**config.mk**
```make
export PLATFORM = sky130hd
export DESIGN_NAME = ple_cell
export DESIGN_NICKNAME = d
export VERILOG_FILES = /design/src/design/positional_list_engine_macros.svh /design/src/design/ple_pkg.sv /design/src/design/ple_cell.sv
export SDC_FILE = /design/constraint.sdc
export NUM_CORES = 1
export LEC_CHECK = 0
export ABC_AREA = 1
export BUFFER_PORTS_ARGS = -buffer_cell sky130_fd_sc_hd__buf_2
export CAP_MARGIN = 20
export CORE_UTILIZATION = 42
export DETAILED_ROUTE_END_ITERATION = 16
export PLACE_DENSITY = 0.86
export SETUP_SLACK_MARGIN = 0.05
export SYNTH_ARGS = -nofsm -noshare
export SYNTH_HDL_FRONTEND = slang
export SYNTH_SLANG_ARGS = --single-unit
```
**constraint.sdc**
```tcl
create_clock -name i_clk -period 2.25 [get_ports i_clk]
set_input_delay 0.225 -clock i_clk [delete_from_list [all_inputs] [get_ports i_clk]]
set_output_delay 0.225 -clock i_clk [all_outputs]
set_load 0.01 [all_outputs]
```
**src/design/positional_list_engine_macros.svh**
```systemverilog
`ifndef POSITIONAL_LIST_ENGINE_MACROS_SVH
`define POSITIONAL_LIST_ENGINE_MACROS_SVH

// same-cycle implication, sampled on i_clk, off during reset
`define PLE_ASSERT_IMP(lbl, ante, cons, msg) \
    lbl: assert property (@(posedge i_clk) disable iff (!i_rst_n) (ante) |-> (cons)) \
        else $error(msg);

// next-cycle implication
`define PLE_ASSERT_NXT(lbl, ante, cons, msg) \
    lbl: assert property (@(posedge i_clk) disable iff (!i_rst_n) (ante) |=> (cons)) \
        else $error(msg);

`endif

```
**src/design/ple_pkg.sv**
```systemverilog
`timescale 1ns / 1ps

package ple_pkg;

    localparam int PLE_CAPACITY   = 256;
    localparam int PLE_DATA_WIDTH = 32;
    localparam int POS_W          = 10;

    localparam logic [1:0] MODE_INSERT = 2'd0;
    localparam logic [1:0] MODE_DELETE = 2'd1;
    localparam logic [1:0] MODE_GET    = 2'd2;
    localparam logic [1:0] MODE_LOCATE = 2'd3;

    localparam logic [1:0] STS_OK    = 2'd0;
    localparam logic [1:0] STS_RANGE = 2'd1;
    localparam logic [1:0] STS_FULL  = 2'd2;

    localparam logic [1:0] OP_HOLD = 2'd0;
    localparam logic [1:0] OP_INS  = 2'd1;
    localparam logic [1:0] OP_DEL  = 2'd2;
    localparam logic [1:0] OP_ROT  = 2'd3;

    typedef struct packed {
        logic [1:0]        mode;
        logic [POS_W-1:0]  position;
        logic signed [31:0] item_value;
    } t_req;

    typedef struct packed {
        logic [1:0]         status;
        logic signed [31:0] read_value;
        logic [POS_W-1:0]   found_position;
        logic [POS_W-1:0]   list_length;
        logic               is_empty;
    } t_rsp;

    // shared control for the cell row
    typedef struct packed {
        logic [1:0]       op;
        logic [POS_W-1:0] sel;   // 0-based target for insert/delete
        logic [POS_W-1:0] last;  // 0-based index of last live entry
    } t_cell_ctrl;

endpackage

```
**src/design/ple_cell.sv**
```systemverilog
`timescale 1ns / 1ps

module ple_cell import ple_pkg::*; #(
    parameter int DATA_WIDTH = PLE_DATA_WIDTH,
    parameter int CELL_IDX   = 0
) (
    input  logic                  i_clk,
    input  t_cell_ctrl            i_ctrl,
    input  logic [DATA_WIDTH-1:0] i_key,
    input  logic [DATA_WIDTH-1:0] i_prev,
    input  logic [DATA_WIDTH-1:0] i_next,
    input  logic [DATA_WIDTH-1:0] i_head,
    output logic [DATA_WIDTH-1:0] o_data
);

    localparam logic [POS_W-1:0] IDX = POS_W'(CELL_IDX);

    logic [DATA_WIDTH-1:0] r_data;
    logic [DATA_WIDTH-1:0] n_data;

    always_comb begin
        n_data = r_data;
        case (i_ctrl.op)
            OP_INS: begin
                if (IDX > i_ctrl.sel) begin
                    n_data = i_prev;
                end else if (IDX == i_ctrl.sel) begin
                    n_data = i_key;
                end
            end
            OP_DEL: begin
                if (IDX >= i_ctrl.sel) begin
                    n_data = i_next;
                end
            end
            OP_ROT: begin
                if (IDX == i_ctrl.last) begin
                    n_data = i_head;
                end else begin
                    n_data = i_next;
                end
            end
            default: n_data = r_data;
        endcase
    end

    always_ff @(posedge i_clk) begin
        r_data <= n_data;
    end

    assign o_data = r_data;

endmodule
```
==> metrics.cfg, run 1 <==
[outcome]
status=finished clean

[setup_path]
crit_fanout=17
crit_path_cell_trace=buf_2 > nor2_2 > nand2_2 > nor2_4 > buf_12 > nand3_1 > nand3_1 > nand2_1
critPathArrivalTime_ns=1.44
crit_family=simple AND/OR/NAND/NOR gates
cp_common_cell=nand3_1
crit_slowest_cell=nor2_4
crit_path_start_kind=primary input
slowest_delay_ns=0.37
cp.depth=8
path_buf_inv=2
critical_path.endpoint_type=flop
path_class=primary input to flop
required_ns=2.28

[floorplanning]
die_y_um=81.1
die-area_mm2=0.00658
core-area_mm2=0.00599
die_w_um=81.1
ios=183
initial_utilization_pct=43.9
fp-row-count=28

[routing]
drt_first_pass_iters=4
wl_mm=7.39
vias=2847
ant_nets=0
avgViaCountPerCell=4.88
drt_iter0_markers=142
wl_per_cell_um=12.7
drc=0

[grt]
antenna_found_initial=0
gr-total-overflow=0
track_usage_pct=22.9
grt_max_degree=33
grt_pass1_vias=2696
grt_pass1_wl_mm=11.6

[power_and_ir_drop]
fin_total_pwr_mw=1.52
vdd_drop_max_mv=0.251
cellLeakagePower_nw=1.79
p_per_area_mw_per_mm2=440

[clocking]
cts_root_buf=clkbuf_8
cts_tree=built
post_cts.repair.setup_buffers=0
cts.htree.levels=2
cts_buffers=5
ctsResizeCount=0
clkTransAtPathRegs_ns=0.07
cts_max_path_buffers=2
holdBufCountCts=0
clkSinkCount=32

[cells_and_area]
fillers=568
drive_gt1_share_pct=33.9
seqCellArea_um2=961
syn2layout_area_growth_pct=31.6
largest_reg_flops=32
utilization_pct=57.7
antenna_cells=0
multiInputGateArea_mm2=0.00110
fin_nets=659

[logic_synthesis]
ys_types=19
syn_area_mm2=0.00263
synth_seq_cells=32
syn_nets=519
yosysSeqAreaShare_pct=36.6
yosys_warnings=0
netlist_instances=368
post_synth.cell_area_avg_um2=7.14

[place]
place_congestion=0.756
detailed_place_hpwl_mm=5.28
io_buffers=150

[min_path]
min_path_type=primary input to flop
holdPathStages=5

[timing]
maxSlewViolCount=0
fin_tns_setup_ns=0
relSlewSlack_pct=61.1
fin_crit_sh_pct=62.9
finalSetupViolCount=0
tightest_slew_ns=0.583
fmax_mhz=707
rsz0062_at_grt=false
hold_ws_ns=0.338
hold_violations=0
period_minus_slack_ns=1.41

[flow_run]
maxCapViolations=0

==> metrics by stage <==
step	instances	setup WS [ns]	area [um^2]
after floorplan	368	0.602	2630
after global placement	576	0.553	3380
after detailed placement	576	0.554	3380
after CTS	583	0.857	3460
after global routing	583	0.754	3460
final	583	0.835	3460
==> worst paths after layout <==
| kind | start | to | slack (ns) |
|---|---|---|---|
| min | i_head[30] | o_data[30]$_DFFE_PP_ | 0.34 |
| max | i_ctrl[5] | o_data[27]$_DFFE_PP_ | 0.84 |
==> worst min-delay path: cells and delay by family <==
family | cells | cell delay (ns)
buf+inv | 2 | 0.11
simple gates | 3 | 0.18
==> power by group <==
| part | internal, mW | leakage, nW | switching (mW) |
|---|---|---|---|
| clock | 0.204 | 0.0391 | 0.202 |
| combinational | 0.180 | 1.46 | 0.209 |
| sequential | 0.714 | 0.294 | 0.0114 |
| total | 1.10 | 1.79 | 0.422 |
==> cell families (layout without fill, tap and decap cells) <==
family	Yosys count	after routing	synth area share [%]
compound gates	65	65	15.4
buf+inv	125	265	21.5
flops	32	32	36.6
simple gates	146	146	26.5
==> layout by cell type, fill, tap and decap left out <==
cell type,netlist,layout
buf_12,0,3
buf_2,9,150
buf_4,4,5
clkbuf_8,0,5
clkinv_1,1,3
edfxtp_1,32,32
inv_1,97,97
inv_2,2,2
nand2_1,36,36
nand2_2,2,2
nand3_1,96,96
nand3_2,1,1
nor2_1,6,6
nor2_2,3,3
nor2_4,1,1
nor4_1,1,1
o21ai_0,33,33
o21bai_1,32,32
==> cell usage after synthesis (all sizes together) <==
master | number | area [um^2]
o21bai | 32 | 240
nor4 | 1 | 6.26
inv | 99 | 372
buf | 22 | 176
nand2 | 38 | 148
edfxtp | 32 | 961
nor2 | 10 | 52.6
o21ai | 33 | 165
nand3 | 97 | 490
clkinv | 1 | 3.75
clkbuf | 3 | 12.5
==> area by class of cell <==
| cell class | count | area share, % |
|---|---|---|
| Clock buffer | 5 | 1.99 |
| Multi-Input combinational cell | 211 | 31.9 |
| Sequential cell | 32 | 27.8 |
| Tap cell | 75 | 2.71 |
| Inverter | 100 | 10.9 |
| Clock inverter | 2 | 0.217 |
| Timing Repair Buffer | 158 | 24.5 |
==> metal layers <==
metal	global-route usage [%]	part of all wire (%)
met5	0	0
met4	7.68	1.2
met3	4.04	6.9
met2	43.2	52
met1	25.6	40
Power figures use the tool's default switching activity.
==> run 2, diff against run 1 <==
--- a/config.mk
+++ b/config.mk
@@ -8,9 +8,9 @@
 export ABC_AREA = 1
 export BUFFER_PORTS_ARGS = -buffer_cell sky130_fd_sc_hd__buf_2
 export CAP_MARGIN = 20
-export CORE_UTILIZATION = 42
+export CORE_UTILIZATION = 38
 export DETAILED_ROUTE_END_ITERATION = 16
-export PLACE_DENSITY = 0.86
+export PLACE_DENSITY = 0.83
 export SETUP_SLACK_MARGIN = 0.05
 export SYNTH_ARGS = -nofsm -noshare
 export SYNTH_HDL_FRONTEND = slang
==> constraint.sdc (replaced) <==
create_clock -name i_clk -period 1.3 [get_ports i_clk]
set_input_delay 0.13 -clock i_clk [delete_from_list [all_inputs] [get_ports i_clk]]
set_output_delay 0.13 -clock i_clk [all_outputs]
set_load 0.01 [all_outputs]
==> metrics.cfg, run 2 (synthesized netlist as in run 1, its figures left out) <==
[floorplanning]
core-area_mm2=0.00649  ; +8.4%
ios=183  ; unchanged
fp-row-count=29  ; +3.6%
die_w_um=85.2  ; +5.0%
die_y_um=85.2  ; +5.0%
initial_utilization_pct=40.5  ; -3.4 points
die-area_mm2=0.00725  ; +10%

[setup_path]
required_ns=1.34  ; -0.94 ns
crit_path_start=i_ctrl[5]
critical_path.endpoint_type=flop
cp_common_cell=nand3_1
crit_family=simple AND/OR/NAND/NOR gates
crit_fanout=19  ; +2
path_class=primary input to flop
crit_path_start_kind=primary input
path_buf_inv=2  ; unchanged
crit_slowest_cell=buf_12
critPathArrivalTime_ns=1.02  ; -0.42 ns
cp.depth=8  ; unchanged
slowest_delay_ns=0.17  ; -0.20 ns
crit_path_cell_trace=buf_2 > nor2_2 > nand2_2 > nor2_4 > buf_12 > nand3_1 > nand3_1 > nand2_1

[min_path]
holdPathStages=4  ; -1
worstHoldStart=i_next[21]
min_path_type=primary input to flop

[grt]
gr-total-overflow=0  ; unchanged
track_usage_pct=21.2  ; -1.7 points
grt_pass1_vias=2784  ; +3.3%
antenna_found_initial=0  ; unchanged
grt_pass1_wl_mm=12.3  ; +6.4%
grt_max_degree=41  ; +24%

[clocking]
post_cts.repair.setup_buffers=0  ; unchanged
ctsResizeCount=0  ; unchanged
cts.htree.levels=2  ; unchanged
cts_max_path_buffers=2  ; unchanged
clkTransAtPathRegs_ns=0.07  ; about the same
holdBufCountCts=0  ; unchanged
cts_buffers=5  ; unchanged
clkSinkCount=32  ; unchanged
cts_root_buf=clkbuf_8
cts_tree=built

[timing]
rsz0062_at_grt=false
fin_crit_sh_pct=75.5
tightest_slew_ns=0.371  ; -0.212 ns
maxSlewViolCount=0  ; unchanged
fin_tns_setup_ns=0  ; unchanged
hold_violations=0  ; unchanged
hold_ws_ns=0.243  ; -0.0951 ns
worst_slack_ns=0.319  ; -0.517 ns
fmax_mhz=1020
period_minus_slack_ns=0.981
relSlewSlack_pct=75.3  ; +14 points
finalSetupViolCount=0  ; unchanged

[routing]
drc=0  ; unchanged
wl_mm=7.63  ; +3.3%
drt_first_pass_iters=5  ; +1
vias=2917  ; +2.5%
avgViaCountPerCell=4.92  ; +0.73%
wl_per_cell_um=12.9  ; +1.6%
drt_iter0_markers=164  ; +15%
ant_nets=0  ; unchanged

[cells_and_area]
fin_nets=666  ; +1.1%
drive_gt1_share_pct=34.9  ; +1.0 points
finalInstanceArea_mm2=0.00357  ; +3.4%
layout_commonest_cell=buf_2
largest_reg_flops=32  ; unchanged
syn2layout_area_growth_pct=36.0
final_cell_mix=150 x buf_2, 97 x inv_1, 96 x nand3_1, 35 x nand2_1, 33 x o21ai_0
antenna_cells=0  ; unchanged

[power_and_ir_drop]
p_per_area_mw_per_mm2=755  ; +72%
cellLeakagePower_nw=1.85  ; +2.9%
fin_total_pwr_mw=2.70  ; +78%
vdd_drop_max_mv=0.338  ; +34%

[flow_run]
maxCapViolations=0  ; unchanged

[place]
placed_cell_area_mm2=0.00349  ; +3.3%
preCtsSetupSlack_ns=0.0180  ; -0.536 ns
place_congestion=0.816  ; +8.0%
io_buffers=150  ; unchanged
detailed_place_hpwl_mm=5.61  ; +6.1%

[outcome]
status=finished clean

[run 2: path summary, 6_finish.rpt]
check | endpoint | slack [ns]
worst max-delay path | o_data[0]$_DFFE_PP_ | 0.32
worst min-delay path | o_data[21]$_DFFE_PP_ | 0.24
[run 2: area by class of cell]
class / instances / area [um^2]
clock buffer: 7 / 76.3
clock inverter: 1 / 3.75
fill: 616 / 2920
inverter: 100 / 375
multi-input combinational: 211 / 1110
sequential: 32 / 961
tap: 77 / 96.3
timing repair buffer: 165 / 951
[run 2: metal layers]
layer,global-route usage (%),wire length (um),vias up
met1,24.2,3140,1307
li1,-,-,1471
met2,39.0,3880,131
met5,0,0,-
met4,6.78,78,0
met3,4.96,534,8
[run 2: tightest hold or removal path, cell delays in order]
cell,delay (ns)
buf_2,0.08
o21bai_1,0.09
nand3_1,0.06
nand2_1,0.05
[run 2: through the flow]
| step | cells | utilization (%) |
|---|---|---|
| final | 593 | 55.0 |
| after global routing | 593 | 55.0 |
| after CTS | 593 | 55.0 |
| after detailed placement | 585 | 53.8 |
| after global placement | 585 | 53.8 |
| after floorplan | 368 | - |
[run 2: power by group]
| group | switching, mW | total, mW | internal (mW) |
|---|---|---|---|
| Combinational | 0.368 | 0.696 | 0.328 |
| Clock | 0.375 | 0.748 | 0.373 |
| Sequential | 0.0197 | 1.26 | 1.24 |
| Total | 0.763 | 2.70 | 1.94 |
==> run 3, diff against run 2 <==
--- a/config.mk
+++ b/config.mk
@@ -8,9 +8,9 @@
 export ABC_AREA = 1
 export BUFFER_PORTS_ARGS = -buffer_cell sky130_fd_sc_hd__buf_2
 export CAP_MARGIN = 20
-export CORE_UTILIZATION = 38
+export CORE_UTILIZATION = 42
 export DETAILED_ROUTE_END_ITERATION = 16
-export PLACE_DENSITY = 0.83
+export PLACE_DENSITY = 0.86
 export SETUP_SLACK_MARGIN = 0.05
 export SYNTH_ARGS = -nofsm -noshare
 export SYNTH_HDL_FRONTEND = slang
==> constraint.sdc (replaced) <==
create_clock -name i_clk -period 1 [get_ports i_clk]
set_input_delay 0.1 -clock i_clk [delete_from_list [all_inputs] [get_ports i_clk]]
set_output_delay 0.1 -clock i_clk [all_outputs]
set_load 0.01 [all_outputs]
==> metrics.cfg, run 3 (synthesized netlist as in run 1, its figures left out) <==
[cells_and_area]
finalInstanceArea_mm2=0.00394  ; +10%
fin_cells=596  ; +0.51%
final_cell_mix=148 x buf_2, 97 x inv_1, 65 x nand3_1, 33 x nand2_1
syn2layout_area_growth_pct=50.0
utilization_pct=65.8  ; +11 points
largest_reg_flops=32  ; unchanged
antenna_cells=0  ; unchanged
layout_commonest_cell=buf_2
drive_gt1_share_pct=43.0  ; +8.1 points
fin_nets=672  ; +0.90%

[floorplanning]
die-area_mm2=0.00658  ; -9.3%
die_y_um=81.1  ; -4.8%
fp-row-count=28  ; -3.4%
ios=183  ; unchanged
initial_utilization_pct=43.9  ; +3.4 points
die_w_um=81.1  ; -4.8%
core-area_mm2=0.00599  ; -7.8%

[place]
place_congestion=0.777  ; -4.8%
io_buffers=150  ; unchanged
preCtsSetupSlack_ns=-0.232  ; -0.250 ns
detailed_place_hpwl_mm=5.52  ; -1.5%
placed_cells=585  ; unchanged
placed_cell_area_mm2=0.00355  ; +1.6%

[timing]
fmax_mhz=1040
relSlewSlack_pct=81.6  ; +6.3 points
finalSetupViolCount=0  ; unchanged
fin_crit_sh_pct=96.4
tightest_slew_ns=0.276  ; -0.0950 ns
fin_tns_setup_ns=0  ; unchanged
worst_slack_ns=0.0360  ; -0.283 ns
hold_ws_ns=0.198  ; -0.0453 ns
rsz0062_at_grt=true
maxSlewViolCount=0  ; unchanged
hold_violations=0  ; unchanged
period_minus_slack_ns=0.964

[clocking]
cts_tree=built
cts_root_buf=clkbuf_8
holdBufCountCts=0  ; unchanged
cts_max_path_buffers=2  ; unchanged
cts_buffers=5  ; unchanged
clkSinkCount=32  ; unchanged
cts.htree.levels=2  ; unchanged
clkTransAtPathRegs_ns=0.06  ; about the same

[power_and_ir_drop]
p_per_area_mw_per_mm2=896  ; +19%
fin_total_pwr_mw=3.53  ; +31%
vdd_drop_max_mv=0.626  ; +86%
cellLeakagePower_nw=1.93  ; +4.6%

[routing]
wl_mm=7.86  ; +2.9%
wl_per_cell_um=13.2  ; +2.4%
vias=2982  ; +2.2%
drc=0  ; unchanged
drt_first_pass_iters=4  ; -1
drt_iter0_markers=165  ; +0.61%
avgViaCountPerCell=5.00  ; +1.7%
ant_nets=0  ; unchanged

[flow_run]
maxCapViolations=0  ; unchanged

[grt]
grt_pass1_vias=2695  ; -3.2%
gr-total-overflow=0  ; unchanged
grt_pass1_wl_mm=11.4  ; -7.5%
antenna_found_initial=0  ; unchanged
track_usage_pct=22.8  ; +1.6 points
grt_max_degree=42  ; +2.4%

[outcome]
status=finished clean

[setup_path]
critPathArrivalTime_ns=1.00  ; -0.02 ns
crit_family=buffers and inverters
path_class=primary input to flop
path_buf_inv=4  ; +2
crit_fanout=8  ; -11
required_ns=1.03  ; -0.31 ns
crit_path_start_kind=primary input
crit_path_cell_trace=buf_2 > nor2_4 > inv_2 > nor2_4 > buf_12 > clkbuf_16 > nand3_1 > nand3_1 > nand2_1
slowest_delay_ns=0.15  ; -0.02 ns
critical_path.endpoint_type=flop
crit_slowest_cell=clkbuf_16

[min_path]
min_path_type=primary input to flop

-- run 3: final timing paths --
path | cells after the start | startpoint | slack [ns] | to
max | 9 | i_ctrl[1] | 0.04 | o_data[13]$_DFFE_PP_
min | 5 | i_head[28] | 0.20 | o_data[28]$_DFFE_PP_
-- run 3: worst min-delay path, cell delays in order --
cell and delay [ns]:
buf_2 0.07, inv_1 0.04, nand3_2 0.06, nand3_2 0.05, nand2_1 0.05
-- run 3: final cells by class --
class                      instances  area (um^2)
fill                             513         2050
multi-input combinational        211         1350
timing repair buffer             171         1080
sequential                        32          961
inverter                         100          377
tap                               75         93.8
clock buffer                       6         72.6
clock inverter                     1         5.00
-- run 3: per-layer routing --
metal | vias up | track usage (%) | part of all wire [%]
met5 | - | 0 | 0
li1 | 1489 | - | -
met2 | 127 | 43.3 | 53
met3 | 17 | 3.48 | 5.7
met4 | 0 | 12.0 | 2.3
met1 | 1349 | 23.8 | 39
-- run 3: power breakdown --
group / total, mW / switching, mW / leakage [nW] / internal [mW]
logic: 0.984 / 0.523 / 1.60 / 0.461
clock network: 0.913 / 0.440 / 0.0410 / 0.472
registers: 1.64 / 0.0278 / 0.294 / 1.61
total: 3.53 / 0.992 / 1.93 / 2.54
-- run 3: what timing repair did --
action / CTS / global route
buffers inserted: 0 / 1
gates resized for setup: 0 / 41
endpoints found under the setup margin: 0 / 40
